<file path="src/sv/lsi_pkg.sv">
// ----------------------------------------------------------------------------
// lsi_pkg
// Shared constants, item types and helper functions of the luma sub-sample
// interpolator.
// ----------------------------------------------------------------------------
package lsi_pkg;

  localparam int MAX_BLOCK_WIDTH  = 64;
  localparam int MAX_BLOCK_HEIGHT = 64;
  localparam int TAPS             = 8;
  localparam int PIXEL_BITS       = 8;
  localparam int STORE_ROWS       = TAPS - 1;

  localparam int COEF_W     = 8;
  localparam int HSUM_W     = 16;
  localparam int SIZE_W     = 7;
  localparam int FRAC_W     = 2;
  localparam int CFG_DATA_W = TAPS * COEF_W;
  localparam int CFG_IDX_W  = 3;

  localparam int XW     = $clog2(MAX_BLOCK_WIDTH);
  localparam int CW     = $clog2(MAX_BLOCK_WIDTH + TAPS);
  localparam int RW     = $clog2(MAX_BLOCK_HEIGHT + TAPS);
  localparam int SLOT_W = $clog2(STORE_ROWS);

  localparam int QUEUE_DEPTH = 4;
  localparam int QW          = $clog2(QUEUE_DEPTH);

  localparam int HPROD_W = COEF_W + PIXEL_BITS + 1;
  localparam int HACC_W  = HPROD_W + $clog2(TAPS);
  localparam int VPROD_W = COEF_W + HSUM_W;
  localparam int VACC_W  = VPROD_W + $clog2(TAPS);

  localparam int ROUND_OFS = 2048;
  localparam int OUT_SHIFT = 12;
  localparam int PIX_MAX   = 2 ** PIXEL_BITS - 1;

  typedef enum logic [CFG_IDX_W-1:0] {
    CFG_COEF_PHASE0,
    CFG_COEF_PHASE1,
    CFG_COEF_PHASE2,
    CFG_COEF_PHASE3,
    CFG_HOR_FRAC,
    CFG_VER_FRAC,
    CFG_BLOCK_WIDTH,
    CFG_BLOCK_HEIGHT
  } cfg_idx_t;

  typedef struct packed {
    logic [PIXEL_BITS-1:0] src_pixel;
    logic                  block_start;
  } in_item_t;

  typedef struct packed {
    logic [PIXEL_BITS-1:0] pred_pixel;
    logic                  row_end;
    logic                  block_end;
  } out_item_t;

  typedef struct packed {
    logic emit;
    logic row_end;
    logic block_end;
  } tag_t;

  // one horizontal filter job: window, line-store column and row slot
  typedef struct packed {
    logic [TAPS-1:0][PIXEL_BITS-1:0] window;
    logic [XW-1:0]                   x;
    logic [SLOT_W-1:0]               slot;
    tag_t                            tag;
  } cmd_t;

  function automatic logic [SIZE_W-1:0] eff_size(input logic [SIZE_W-1:0] v,
                                                 input logic [SIZE_W:0]   limit);
    logic [SIZE_W-1:0] r;
    if (v == '0) begin
      r = SIZE_W'(1);
    end else if ({1'b0, v} > limit) begin
      r = limit[SIZE_W-1:0];
    end else begin
      r = v;
    end
    return r;
  endfunction

  function automatic logic signed [COEF_W-1:0] tap_of(input logic [CFG_DATA_W-1:0] set,
                                                      input int i);
    return set[COEF_W*i +: COEF_W];
  endfunction

endpackage

</file>
<file path="src/sv/lsi_fifo.sv">
// ----------------------------------------------------------------------------
// lsi_fifo
// Short job queue between front and back.
// ----------------------------------------------------------------------------
module lsi_fifo import lsi_pkg::*; (
  input  logic clk,
  input  logic rst_n,
  input  logic push,
  input  cmd_t push_cmd,
  input  logic pop,
  output cmd_t head_cmd,
  output logic not_empty,
  output logic full
);

  cmd_t          entries_r [QUEUE_DEPTH];
  logic [QW-1:0] wr_ptr_r, rd_ptr_r;
  logic [QW:0]   cnt_r, cnt_nxt;

  always_comb begin
    not_empty = (cnt_r != '0);
    full      = (cnt_r == (QW+1)'(QUEUE_DEPTH));
    head_cmd  = entries_r[rd_ptr_r];
    cnt_nxt   = cnt_r + (QW+1)'(push) - (QW+1)'(pop);
  end

  always_ff @(posedge clk) begin
    if (!rst_n) begin
      wr_ptr_r <= '0;
      rd_ptr_r <= '0;
      cnt_r    <= '0;
    end else begin
      if (push) wr_ptr_r <= wr_ptr_r + QW'(1);
      if (pop)  rd_ptr_r <= rd_ptr_r + QW'(1);
      cnt_r <= cnt_nxt;
    end
  end

  always_ff @(posedge clk) begin
    if (push) begin
      entries_r[wr_ptr_r] <= push_cmd;
    end
  end

endmodule

</file>
<file path="config.mk">
export PLATFORM = sky130hd
export DESIGN_NAME = lsi_fifo
export DESIGN_NICKNAME = d
export VERILOG_FILES = /design/src/sv/lsi_pkg.sv /design/src/sv/lsi_fifo.sv
export SDC_FILE = /design/constraint.sdc
export NUM_CORES = 1
export LEC_CHECK = 0
export BUFFER_PORTS_ARGS = -buffer_cell sky130_fd_sc_hd__buf_2
export CAP_MARGIN = 25
export CORE_ASPECT_RATIO = 1.5
export CORE_MARGIN = 5
export CORE_UTILIZATION = 57
export CTS_CLUSTER_SIZE = 30
export DETAILED_ROUTE_END_ITERATION = 8
export GPL_ROUTABILITY_DRIVEN = 0
export PLACE_DENSITY = 0.79
export SLEW_MARGIN = 20
export SYNTH_ARGS = -nofsm -noshare
export SYNTH_HDL_FRONTEND = slang
export SYNTH_SLANG_ARGS = --single-unit
</file>
<file path="constraint.sdc">
create_clock -name clk -period 3.3 [get_ports clk]
set_input_delay 0.66 -clock clk [delete_from_list [all_inputs] [get_ports clk]]
set_output_delay 0.66 -clock clk [all_outputs]
set_load 0.01 [all_outputs]
</file>
; Word-level counts from Yosys, hierarchy flattened
; Memory sizes are Yosys's and may differ from the RTL's. A register that Yosys moved wholly into a read port is not among the register bits.
; Cells that the tools add are included.
[totals]
regBits = 7
latchBits = 0
mem_bits_rw = 304
rom_bits = 0
inputBits = 80
out_inout_bits = 78
wordCells = 14
mem_count = 1
[memory_table]
columns = name, depth, word_bits, rd, rd_clocked_by_memory_dff, wr, line_no
row1 = entries_r, 4, 76, 1, 1, 1, lsi_fifo.sv:16  ; cmd_t entries_r [QUEUE_DEPTH];
[classes]
add_sub_neg = 4
multipliers = 0
div = 0
magnitude_cmp = 0
eq_ne = 1
n_shift = 0
n_mux = 4
bitwise_logic = 0
reduce_logical = 1
[op_table]
columns = cell, n
row1 = $add A2 B1 Y2 const B, 2
row2 = $mux W2, 2
row3 = $add A3 B1 Y3, 1
row4 = $eq A3 B3 Y1 const B, 1
row5 = $reduce_bool A3 Y1, 1
row6 = $sub A3 B1 Y3, 1
row7 = $mux W1, 2

; Longest topological paths before layout
[depth]
word_depth = 3
depth_mapped = 7
ltp_nobuf = 7

; Least setup slack after synthesis
; OpenSTA, ideal clock, no wires.
[synth_timing]
kind = in2reg
startpoint = input port push
endpoint = memory entries_r[0][0] in the netlist's numbering, enable pin
setup_ps = 442
t_arrival_ps = 2434
required_ps = 2858
slack_ps = 424
path_stages = 1
path_buffers = 0
cell_sequence = and2_1
[synth_via]
elab_chain_cells = 2
[synth_lines]
columns = element, line_no
row1 = "start, declared", lsi_fifo.sv:8  ; input logic push,
row2 = $mux W1, lsi_fifo.sv:40  ; if (push) begin
row3 = $mux W1 (implied by the code), lsi_fifo.sv:41  ; entries_r[wr_ptr_r] <= push_cmd;
row4 = "end, declared", lsi_fifo.sv:16
; No other way between the ends.

==> results.toml <==
[run_status]
status = "completed"

[floorplanning]
dieArea_mm2 = 0.0231
fp-row-count = 63
die_x_um = 126
io_pins = 158
initial_core_util_pct = 57.9
core_area_mm2 = 0.0198
die_h_um = 184

[sta]
fin_skew_ns = 0.00786
rsz0062_at_grt = "no"
setup_violations = 0
final.min_clock_period_ns = 2.67
fmax_ghz = 0.374
fin_hold_ws_ns = 0.356
worstMarginPinSlew_ns = 0.624
finalHoldViolCount = 0
fin_crit_sh_pct = 80.9
setup_tns_ns = 0
setup_slack_ns = 0.629
slew_viol_final = 0
slew_headroom_pct = 58.4

[yosys]
synth.top_cell.area_share_pct = 79.7
yosysWarnings = 0
synth_adder_area_share_pct = 0.830
synthesis.area_mm2 = 0.0115
synth_top_family_by_area = "multiplexers"
synth_nets = 527
synth_compound_area_share_pct = 0.131
syn_inst = 440
muxShareOfSynthArea_pct = 15.0
synthSimpleGateAreaFrac_pct = 0.666
yosys-top-cells-area = "edfxtp_1, mux4_2, dfxtp_1"
synth_seq_area_share_pct = 81.3
ys_ff_latch = 313
yosys.area.top_type = "edfxtp_1"
synth_xor_area_share_pct = 0.360
syn_area_per_cell_um2 = 26.0
ys_types = 21

[pwr]
combPwrFrac_pct = 9.8
internal-power_uw = 6790
leakage_uw = 0.00456
power_frac_clock_pct = 36.6
powerDensity_mw_per_mm2 = 640
total_power_uw = 8610
pwr-share-seq_pct = 53.7
power.switching_uw = 1820
sw_frac_of_total_pct = 21.2
ir_drop_mv = 0.483

[job]
cap_violations = 0

[placed_design]
portBuffers = 157
pre_cts_slack_ns = 1.06
dp_hpwl_mm = 12.3

[drt]
avgViaCountPerCell = 5.67
vias = 5096
drt_first_pass_iters = 5
post_drt_wl_per_cell_um = 22.5
drc = 0
drtAntennaViolNets = 0
drtIter0Drc = 448
postRouteWirelength_mm = 20.2

[cts]
cts_sinks = 313
clkLatencyLatePin_ns = 0.51
cts_tree = "yes"
cts_setup_buffers = 0
cts_resized = 0
cts-root-buf = "clkbuf_16"
htreeDepth = 1
cts_made_buffers = 27
clk_pin_slew_worst_paths_ns = 0.07
clk_path_buf_depth = 3
cts_hold_buf = 0

[setup_path]
setup.worst_path.class = "reg2out"
critical_path_required_ns = 2.64
end_kind = "output pin"
cp_max_fo = 40
critPathLaunchType = "register"
reg2reg_from = "cnt_r[0]"
arrival_ns = 2.01

[final_layout]
seqCellArea_mm2 = 0.00932
drive_gt1_share_pct = 45.8
fill_cells = 1242
finish.utilization_pct = 68.0
fin_nets = 705
area_growth_pct = 17.5
antenna_cells = 0
multiInputGateArea_mm2 = 0.00196

[global_routing]
grt_use_total_pct = 17.6
grt_max_degree = 77
antenna_found_initial = 3
grt.overflow.total = 0
grt_pass1_wl_mm = 31.3
grt_pass1_vias = 5501

[hold_path]
holdCritPathClass = "in2reg"
worstHoldStart = "push_cmd[7]"
through the flow:
stage | std cells | area (µm²)
2_1_floorplan | 440 | 11500
3_3_place_gp | 849 | 12600
3_5_place_dp | 849 | 12600
4_1_cts | 898 | 13500
5_1_grt | 898 | 13500
6_report | 898 | 13500
Yosys cell counts:
| library cell | n |
|---|---|
| buf_1 | 3 |
| and2_1 | 6 |
| dfxtp_1 | 9 |
| buf_6 | 1 |
| inv_1 | 7 |
| xor3_1 | 1 |
| ha_1 | 6 |
| buf_12 | 5 |
| or3_1 | 1 |
| and3_1 | 1 |
| mux2i_1 | 1 |
| a21oi_1 | 1 |
| nor2_1 | 5 |
| buf_4 | 3 |
| buf_2 | 5 |
| edfxtp_1 | 304 |
| a21bo_2 | 1 |
| fa_1 | 1 |
| nand3b_1 | 1 |
| xnor2_1 | 2 |
| mux4_2 | 76 |
sequential cells by signal, indices dropped and copies added (netlist names), named ones only:
name	count
entries_r	304
cnt_r	3
rd_ptr_r	2
wr_ptr_r	2
final cells by class:
type	count	share of cell area, %
Sequential cell	313	69.2
Clock buffer	29	5.08
Tap cell	260	2.42
Timing Repair Buffer	166	6.90
Multi-Input combinational cell	103	14.6
Inverter	7	0.195
Clock inverter	20	1.61
worst max-delay path, stage by stage, from the launching register on:
cell and delay (ns):
dfxtp_4 0.41, buf_12 0.30, mux4_2 0.57, buf_2 0.16
power groups by stage:
stage / logic (µW) / clock network [µW] / registers, µW
after detailed placement: 857 / 0 / 4710
final: 841 / 3150 / 4620
after global routing: 909 / 3410 / 4630
after floorplan: 531 / 0 / 4690
after global placement: 838 / 0 / 4690
after CTS: 864 / 3220 / 4620
logic make-up (layout without fill, tap and decap cells):
| kind of cell | count (synthesis) | in the layout |
|---|---|---|
| flip-flops | 313 | 313 |
| adder cells (fa/ha/maj) | 7 | 7 |
| multiplexers | 77 | 77 |
| AND/OR/NAND/NOR | 14 | 14 |
| AO/OA/AOI/OAI | 2 | 2 |
| XOR/XNOR | 3 | 3 |
| buffers and inverters | 24 | 222 |
path summary, 6_finish.rpt:
check                                        to  slack, ns  depth (start not counted)
worst max register to register         cnt_r[2]       1.47                          7
worst min register to register         register       0.55                          2
worst max-delay path               head_cmd[26]       0.63                          3
worst min-delay path            entries_r[1][7]       0.36                          1
layer usage:
metal  track usage [%]  vias to the layer above  routed length [µm]
met5                 0                        -                  34
met4              4.34                        6                 397
met3              3.28                       37                1210
met2              31.8                      176               11100
met1              22.4                     2644                7540
li1                  -                     2233                   -
placed cells by master, fill, tap and decap left out:
cell        count
inv_1           7
nor2_1          5
and2_4          4
buf_2         157
buf_12          6
and3_1          1
and2_1          2
clkinv_1        4
dfxtp_4         2
mux2i_1         1
nand3b_1        1
xnor2_1         2
clkbuf_16      27
edfxtp_1      304
clkinvlp_4      1
a21oi_1         1
dfxtp_1         7
fa_1            1
clkinv_4        1
inv_12          1
bufinv_16       4
clkinv_2        8
or3_1           1
clkbuf_1        2
ha_1            6
inv_6           1
xor3_1          1
buf_4           3
mux4_2         76
a21bo_2         1
No activity file was read; power rests on OpenSTA's default activity.
