File: src/sv/lsi_pkg.sv
// ----------------------------------------------------------------------------
// lsi_pkg
// Shared constants, item types and helper functions of the luma sub-sample
// interpolator.
// ----------------------------------------------------------------------------
package lsi_pkg;

  localparam int MAX_BLOCK_WIDTH  = 64;
  localparam int MAX_BLOCK_HEIGHT = 64;
  localparam int TAPS             = 8;
  localparam int PIXEL_BITS       = 8;
  localparam int STORE_ROWS       = TAPS - 1;

  localparam int COEF_W     = 8;
  localparam int HSUM_W     = 16;
  localparam int SIZE_W     = 7;
  localparam int FRAC_W     = 2;
  localparam int CFG_DATA_W = TAPS * COEF_W;
  localparam int CFG_IDX_W  = 3;

  localparam int XW     = $clog2(MAX_BLOCK_WIDTH);
  localparam int CW     = $clog2(MAX_BLOCK_WIDTH + TAPS);
  localparam int RW     = $clog2(MAX_BLOCK_HEIGHT + TAPS);
  localparam int SLOT_W = $clog2(STORE_ROWS);

  localparam int QUEUE_DEPTH = 4;
  localparam int QW          = $clog2(QUEUE_DEPTH);

  localparam int HPROD_W = COEF_W + PIXEL_BITS + 1;
  localparam int HACC_W  = HPROD_W + $clog2(TAPS);
  localparam int VPROD_W = COEF_W + HSUM_W;
  localparam int VACC_W  = VPROD_W + $clog2(TAPS);

  localparam int ROUND_OFS = 2048;
  localparam int OUT_SHIFT = 12;
  localparam int PIX_MAX   = 2 ** PIXEL_BITS - 1;

  typedef enum logic [CFG_IDX_W-1:0] {
    CFG_COEF_PHASE0,
    CFG_COEF_PHASE1,
    CFG_COEF_PHASE2,
    CFG_COEF_PHASE3,
    CFG_HOR_FRAC,
    CFG_VER_FRAC,
    CFG_BLOCK_WIDTH,
    CFG_BLOCK_HEIGHT
  } cfg_idx_t;

  typedef struct packed {
    logic [PIXEL_BITS-1:0] src_pixel;
    logic                  block_start;
  } in_item_t;

  typedef struct packed {
    logic [PIXEL_BITS-1:0] pred_pixel;
    logic                  row_end;
    logic                  block_end;
  } out_item_t;

  typedef struct packed {
    logic emit;
    logic row_end;
    logic block_end;
  } tag_t;

  // one horizontal filter job: window, line-store column and row slot
  typedef struct packed {
    logic [TAPS-1:0][PIXEL_BITS-1:0] window;
    logic [XW-1:0]                   x;
    logic [SLOT_W-1:0]               slot;
    tag_t                            tag;
  } cmd_t;

  function automatic logic [SIZE_W-1:0] eff_size(input logic [SIZE_W-1:0] v,
                                                 input logic [SIZE_W:0]   limit);
    logic [SIZE_W-1:0] r;
    if (v == '0) begin
      r = SIZE_W'(1);
    end else if ({1'b0, v} > limit) begin
      r = limit[SIZE_W-1:0];
    end else begin
      r = v;
    end
    return r;
  endfunction

  function automatic logic signed [COEF_W-1:0] tap_of(input logic [CFG_DATA_W-1:0] set,
                                                      input int i);
    return set[COEF_W*i +: COEF_W];
  endfunction

endpackage

File: src/sv/lsi_front.sv
// ----------------------------------------------------------------------------
// lsi_front
// Takes pixel items, tracks column, row and line-store slot, keeps the row
// window and queues one filter job for every pixel that feeds the store.
// ----------------------------------------------------------------------------
module lsi_front import lsi_pkg::*; (
  input  logic              clk,
  input  logic              rst_n,
  input  logic              in_valid,
  output logic              in_stall,
  input  in_item_t          in_data,
  input  logic [SIZE_W-1:0] eff_w,
  input  logic [SIZE_W-1:0] eff_h,
  input  logic              q_full,
  output logic              q_push,
  output cmd_t              q_cmd
);

  logic [TAPS-1:0][PIXEL_BITS-1:0] win_r, win_nxt, win_sh;
  logic [CW-1:0]     col_r, col_nxt, col_cur, xw;
  logic [RW-1:0]     row_r, row_nxt, row_cur, yw;
  logic [SLOT_W-1:0] slot_r, slot_nxt, slot_cur;
  logic              acc, store, emit, rend, bend, col_last, row_last;

  always_comb begin
    acc      = in_valid && !q_full;
    in_stall = q_full;

    col_cur  = in_data.block_start ? '0 : col_r;
    row_cur  = in_data.block_start ? '0 : row_r;
    slot_cur = in_data.block_start ? '0 : slot_r;

    for (int i = 0; i < TAPS - 1; i++) begin
      win_sh[i] = win_r[i+1];
    end
    win_sh[TAPS-1] = in_data.src_pixel;

    xw    = col_cur - CW'(STORE_ROWS);
    yw    = row_cur - RW'(STORE_ROWS);
    store = (col_cur >= CW'(STORE_ROWS)) && (xw < CW'(MAX_BLOCK_WIDTH));
    emit  = store && (row_cur >= RW'(STORE_ROWS));
    rend  = ({1'b0, xw} + (CW+1)'(1)) >= (CW+1)'(eff_w);
    bend  = rend && (({1'b0, yw} + (RW+1)'(1)) >= (RW+1)'(eff_h));

    col_last = ({1'b0, col_cur} + (CW+1)'(1)) >= ((CW+1)'(eff_w) + (CW+1)'(STORE_ROWS));
    row_last = ({1'b0, row_cur} + (RW+1)'(1)) >= ((RW+1)'(eff_h) + (RW+1)'(STORE_ROWS));

    win_nxt  = win_r;
    col_nxt  = col_r;
    row_nxt  = row_r;
    slot_nxt = slot_r;
    if (acc) begin
      win_nxt = win_sh;
      if (col_last) begin
        col_nxt = '0;
        if (row_last) begin
          row_nxt  = '0;
          slot_nxt = '0;
        end else begin
          row_nxt  = row_cur + RW'(1);
          slot_nxt = (slot_cur == SLOT_W'(STORE_ROWS - 1)) ? '0 : slot_cur + SLOT_W'(1);
        end
      end else begin
        col_nxt  = col_cur + CW'(1);
        row_nxt  = row_cur;
        slot_nxt = slot_cur;
      end
    end

    q_push               = acc && store;
    q_cmd.window         = win_sh;
    q_cmd.x              = xw[XW-1:0];
    q_cmd.slot           = slot_cur;
    q_cmd.tag.emit       = emit;
    q_cmd.tag.row_end    = rend;
    q_cmd.tag.block_end  = bend;
  end

  always_ff @(posedge clk) begin
    if (!rst_n) begin
      win_r  <= '0;
      col_r  <= '0;
      row_r  <= '0;
      slot_r <= '0;
    end else begin
      win_r  <= win_nxt;
      col_r  <= col_nxt;
      row_r  <= row_nxt;
      slot_r <= slot_nxt;
    end
  end

endmodule

File: config.mk
export PLATFORM = sky130hd
export DESIGN_NAME = lsi_front
export DESIGN_NICKNAME = d
export VERILOG_FILES = /design/src/sv/lsi_pkg.sv /design/src/sv/lsi_front.sv
export SDC_FILE = /design/constraint.sdc
export NUM_CORES = 1
export LEC_CHECK = 0
export BUFFER_PORTS_ARGS = -buffer_cell sky130_fd_sc_hd__clkbuf_2
export CELL_PAD_IN_SITES_DETAIL_PLACEMENT = 0
export CELL_PAD_IN_SITES_GLOBAL_PLACEMENT = 1
export CORE_MARGIN = 4
export CORE_UTILIZATION = 35
export DETAILED_ROUTE_END_ITERATION = 16
export MAX_ROUTING_LAYER = met4
export PLACE_DENSITY = 0.84
export SETUP_SLACK_MARGIN = 0.1
export SLEW_MARGIN = 20
export SYNTH_ARGS = -nofsm -noshare
export SYNTH_HDL_FRONTEND = slang
export SYNTH_SLANG_ARGS = --single-unit
File: constraint.sdc
create_clock -name clk -period 7.52 [get_ports clk]
set_clock_uncertainty 0.1 [all_clocks]
set_input_delay 0.376 -clock clk [delete_from_list [all_inputs] [get_ports clk]]
set_output_delay 0.376 -clock clk [all_outputs]
set_load 0.005 [all_outputs]
# --- Word level (Yosys, flattened, before mapping) ---
# Index checks and enable logic that the tools add are counted.
op_classes:
  addsub: 11
  order_cmp: 7
  eq_ne: 1
  mux: 9
  n_reduce_logical: 6
ops:
  columns: ["operator", "n"]
  rows:
  - ["$mux 7", 5]
  - ["$add 7x1->8 const B", 4]
  - ["$add 7x3->8 const B", 2]
  - ["$ge 8x7->1", 2]
  - ["$ge 8x8->1", 2]
  - ["$add 7x1->7 const B", 2]
  - ["$ge 7x3->1 const B", 2]
  - ["$sub 7x3->7 const B", 2]
  - ["$mux 3", 4]
  - ["$lt 7x7->1 const B", 1]
  - ["$logic_and 1x1->1", 5]
  - ["$add 3x1->3 const B", 1]
  - ["$eq 3x3->1 const B", 1]
  - ["$logic_not 1->1", 1]
totals:
  regBits: 73
  output_inout_bits: 78
  elab_cells: 44

# --- Longest topological paths before layout ---
depth:
  depth_word: 5
  mapped_depth: 18
  depth_no_buf: 14

# --- Worst setup path after synthesis ---
# No wires, ideal clock.
synth_timing:
  path_type: "input -> output"
  startpoint: "in in_data[0] (netlist name)"
  endpoint: "out q_cmd[0] (netlist name)"
  arrival_ns: 3.186
  required_time_ns: 7.044
  setup_slack_ns: 3.858
  stages: 18
  n_path_buf: 4
  cell_sequence: "buf_6 > buf_6 > clkbuf_1 > nand2b_1 > inv_1 > ha_1 > and3b_2 > o21bai_1 > inv_1 > nor2_1 > xor2_1 > ha_1 > a21o_1 > a21oi_1 > o21ai_0 > a21oi_1 > a2bb2oi_2 > buf_4"
synth_rtl:
  columns: ["item", "line", "text"]
  rows:
  - ["from (decl)", "lsi_front.sv:11", "input in_item_t in_data,"]
  - ["to (decl)", "lsi_front.sv:16", "output cmd_t q_cmd"]

==> results.py <==
metrics = {
    "synth": {
        "synth_area_per_cell_um2": 8.126,
        "synth_edf_count": 0,
        "syn-num-nets": 625,
        "seq_area_frac_synth": 0.3211,
        "ys_seq_elements": 73,
        "synthArstFlopShare": 0,
        "ys_warn_count": 0,
        "synth.cell_area_mm2": 0.004551,
        "synth_ff_type": "dfxtp_1",
        "synth_cells": 560,
        "synth_cell_types": 63,
    },
    "setup_path": {
        "ff2ff_path_depth": 11,
        "r2r_end": "row_r[5]",
        "rrSetupSlack_ns": 3.81,
        "r2r-start": "row_r[0]",
        "crit_required_ns": 7.04,
        "cp.arrival_ns": 3.65,
        "critical_path_class": "input port to output pin",
        "startpoint": "in_data[0]",
        "path_max_fanout": 32,
        "end_kind": "output pin",
        "cp-start-kind": "input port",
    },
    "layout": {
        "diodes": 0,
        "fin_area_mm2": 0.005365,
        "syn_to_final_growth_pct": 17.90,
        "nNetsFinal": 696,
        "drive_gt1_frac": 0.2280,
    },
    "timing": {
        "worst_pin_slew_ns": 0.7098,
        "drv_slew": 0,
        "tns_ns": 0,
        "fmax_mhz": 242.3,
        "relSlewSlack": 0.5268,
        "hold_viol_final": 0,
        "rsz0062_at_grt": "no",
        "setup_viol": 0,
        "fin_crit_ns": 4.128,
        "hold_slack_ns": 0.1942,
        "finalCritPeriodShare": 0.5489,
    },
    "die": {
        "io_pins": 105,
        "rows": 41,
        "dieArea_mm2": 0.01489,
        "initial_core_util": 0.3591,
        "die_x_um": 122.0,
        "core_area_mm2": 0.01267,
        "chipHeight_um": 122.0,
    },
    "flow_run": {
        "maxCapViolations": 0,
    },
    "worst_hold_path": {
        "min_path_cells": 3,
        "min_to": "q_cmd[63]",
        "hp-start": "in_data[4]",
        "hold_class": "input port to register",
    },
    "grt": {
        "grt_pass1_wl_um": 18820,
        "gr-total-overflow": 0,
        "grt.total_usage": 0.1576,
        "grt_antenna_before_repair": 0,
        "grt_max_degree": 77,
        "grt_pass1_vias": 3908,
    },
    "pwr": {
        "power.density_mw_per_mm2": 170.4,
        "vdd_drop_max_uv": 85.46,
        "leakagePower_nw": 2.274,
    },
    "outcome": {
        "status": "finished, final reports clean",
    },
    "placed_design": {
        "io_buffers": 104,
        "gp_congestion": 0.8691,
        "dp_hpwl_um": 8073,
        "placed_area_mm2": 0.005060,
    },
    "cts": {
        "post_cts_buffers": 0,
        "cts-root-buf": "clkbuf_16",
        "cts_tree": "done",
        "cts_resized": 0,
        "hold_buffers": 0,
        "clk-insertion-delay-late_ns": 0.32,
        "path_clk_slew_ns": 0.06,
        "cts_buffers": 9,
        "cts_sinks": 73,
        "clk_path_buf_depth": 2,
        "htreeDepth": 3,
    },
    "route": {
        "drtPass1Iterations": 4,
        "postRouteAntennaNets": 0,
        "num_vias": 3993,
        "wl_per_cell_um": 13.56,
        "routed_wl_um": 10960,
        "vias_per_cell": 4.942,
        "route.detailed.drc": 0,
        "drt_iter0_markers": 251,
    },
}
==> registers in the layout, summed over array words and instances (netlist names) <==
signal and count:
q_cmd 56, col_r 7, row_r 7, slot_r 3
==> layout make-up <==
| class | instances | area [µm²] |
|---|---|---|
| Tap cell | 172 | 215.2 |
| Multi-Input combinational cell | 415 | 2746 |
| Fill cell | 1321 | 7306 |
| Clock buffer | 10 | 239.0 |
| Clock inverter | 6 | 66.31 |
| Timing Repair Buffer | 107 | 543.0 |
| Sequential cell | 73 | 1461 |
| Inverter | 25 | 93.84 |
==> synth_stat cells, drive strengths merged, types with 2 or more instances <==
library cell	instances	area, µm²
nand2	131	491.7
dfxtp	73	1461
a21boi	63	473.0
ha	38	475.5
buf	26	178.9
inv	25	93.84
nand3	22	115.1
clkbuf	21	80.07
xnor2	19	166.4
nor2	16	60.06
a21oi	14	73.82
o21ai	14	73.82
nand2b	10	72.57
a211oi	9	72.57
xor2	8	70.07
nor2b	7	43.79
a21o	5	37.54
a32o	5	50.05
nand4	5	31.28
and3	4	26.28
nand3b	4	30.03
a31oi	3	18.77
nor3	3	15.01
o21bai	3	22.52
or3	3	18.77
a2111oi	2	42.54
and2b	2	16.27
and4	2	20.02
nand4b	2	17.52
o22ai	2	12.51
or2b	2	17.52
==> cell families after synthesis <==
group           after synthesis  synth area share
simple gates                218            0.2249
compound gates              131            0.2178
buf+inv                      72           0.07753
flops                        73            0.3211
fa+ha+maj                    38            0.1045
mux                           1          0.002200
xor+xnor                     27           0.05197
==> worst max-delay path, stage by stage <==
cell and delay (ns):
clkbuf_2 0.46, nand2b_1 0.31, inv_1 0.10, ha_1 0.31, a21oi_1 0.22, mux2i_1 0.40, o211a_1 0.26, xor2_1 0.20
ha_1 0.28, a21oi_1 0.13, o21ai_0 0.10, a21oi_1 0.28, nand2_1 0.09, clkbuf_2 0.12
==> metal layers <==
layer  GRT usage  vias to the layer above  part of all wire
li1            -                     2041                 -
met1      0.2063                     1845              0.46
met2      0.2417                       95              0.47
met3     0.04503                       12             0.058
met4     0.03711                        0             0.010
met5           -                        -                 0
==> cells in the final DEF, fill, tap and decap left out, types with 3 or more instances in the layout <==
| cell type | Yosys | final |
|---|---|---|
| a32o_1 | 5 | 5 |
| nand3b_1 | 4 | 4 |
| nand3_1 | 21 | 21 |
| or3_1 | 3 | 3 |
| a21oi_1 | 13 | 13 |
| nand2_1 | 131 | 131 |
| buf_4 | 13 | 3 |
| nor2b_1 | 7 | 6 |
| a31oi_1 | 3 | 3 |
| o21ai_0 | 13 | 13 |
| a21boi_1 | 4 | 4 |
| o21bai_1 | 3 | 3 |
| clkbuf_16 | 0 | 9 |
| a21o_1 | 5 | 5 |
| dfxtp_1 | 73 | 73 |
| nor2_1 | 16 | 16 |
| and3_1 | 3 | 3 |
| inv_1 | 25 | 25 |
| nand4_1 | 5 | 5 |
| xor2_1 | 8 | 8 |
| a21boi_0 | 59 | 59 |
| xnor2_1 | 19 | 19 |
| a211oi_1 | 8 | 8 |
| nand2b_1 | 8 | 7 |
| clkbuf_2 | 1 | 104 |
| ha_1 | 38 | 38 |
| nor3_1 | 3 | 3 |
==> through the flow <==
| step | power, mW | worst slack (ns) | util | std cells |
|---|---|---|---|---|
| after global placement | 0.4929 | 3.524 | 0.3993 | 792 |
| after CTS | 0.9315 | 3.389 | 0.4234 | 808 |
| after detailed placement | 0.4962 | 3.413 | 0.3993 | 792 |
| after floorplan | 0.4698 | 3.858 | - | 560 |
| final | 0.9142 | 3.392 | 0.4234 | 808 |
| after global routing | 0.9630 | 3.044 | 0.4234 | 808 |
==> how the worst max path moves through the flow <==
stage / endpoint / cells past startpoint
after global placement: q_cmd[0] / 14
after detailed placement: q_cmd[1] / 14
after global routing: q_cmd[1] / 14
after floorplan: q_cmd[0] / 18
final: q_cmd[1] / 14
after CTS: q_cmd[1] / 14
==> where the power goes <==
group	leakage [nW]	total (mW)	switching [mW]	internal, mW
sequential	0.589	0.395	0.00390	0.391
combinational	1.53	0.0912	0.0532	0.0380
clock	0.153	0.428	0.161	0.267
total	2.27	0.914	0.218	0.696
No activity file was read; power rests on OpenSTA's default activity.
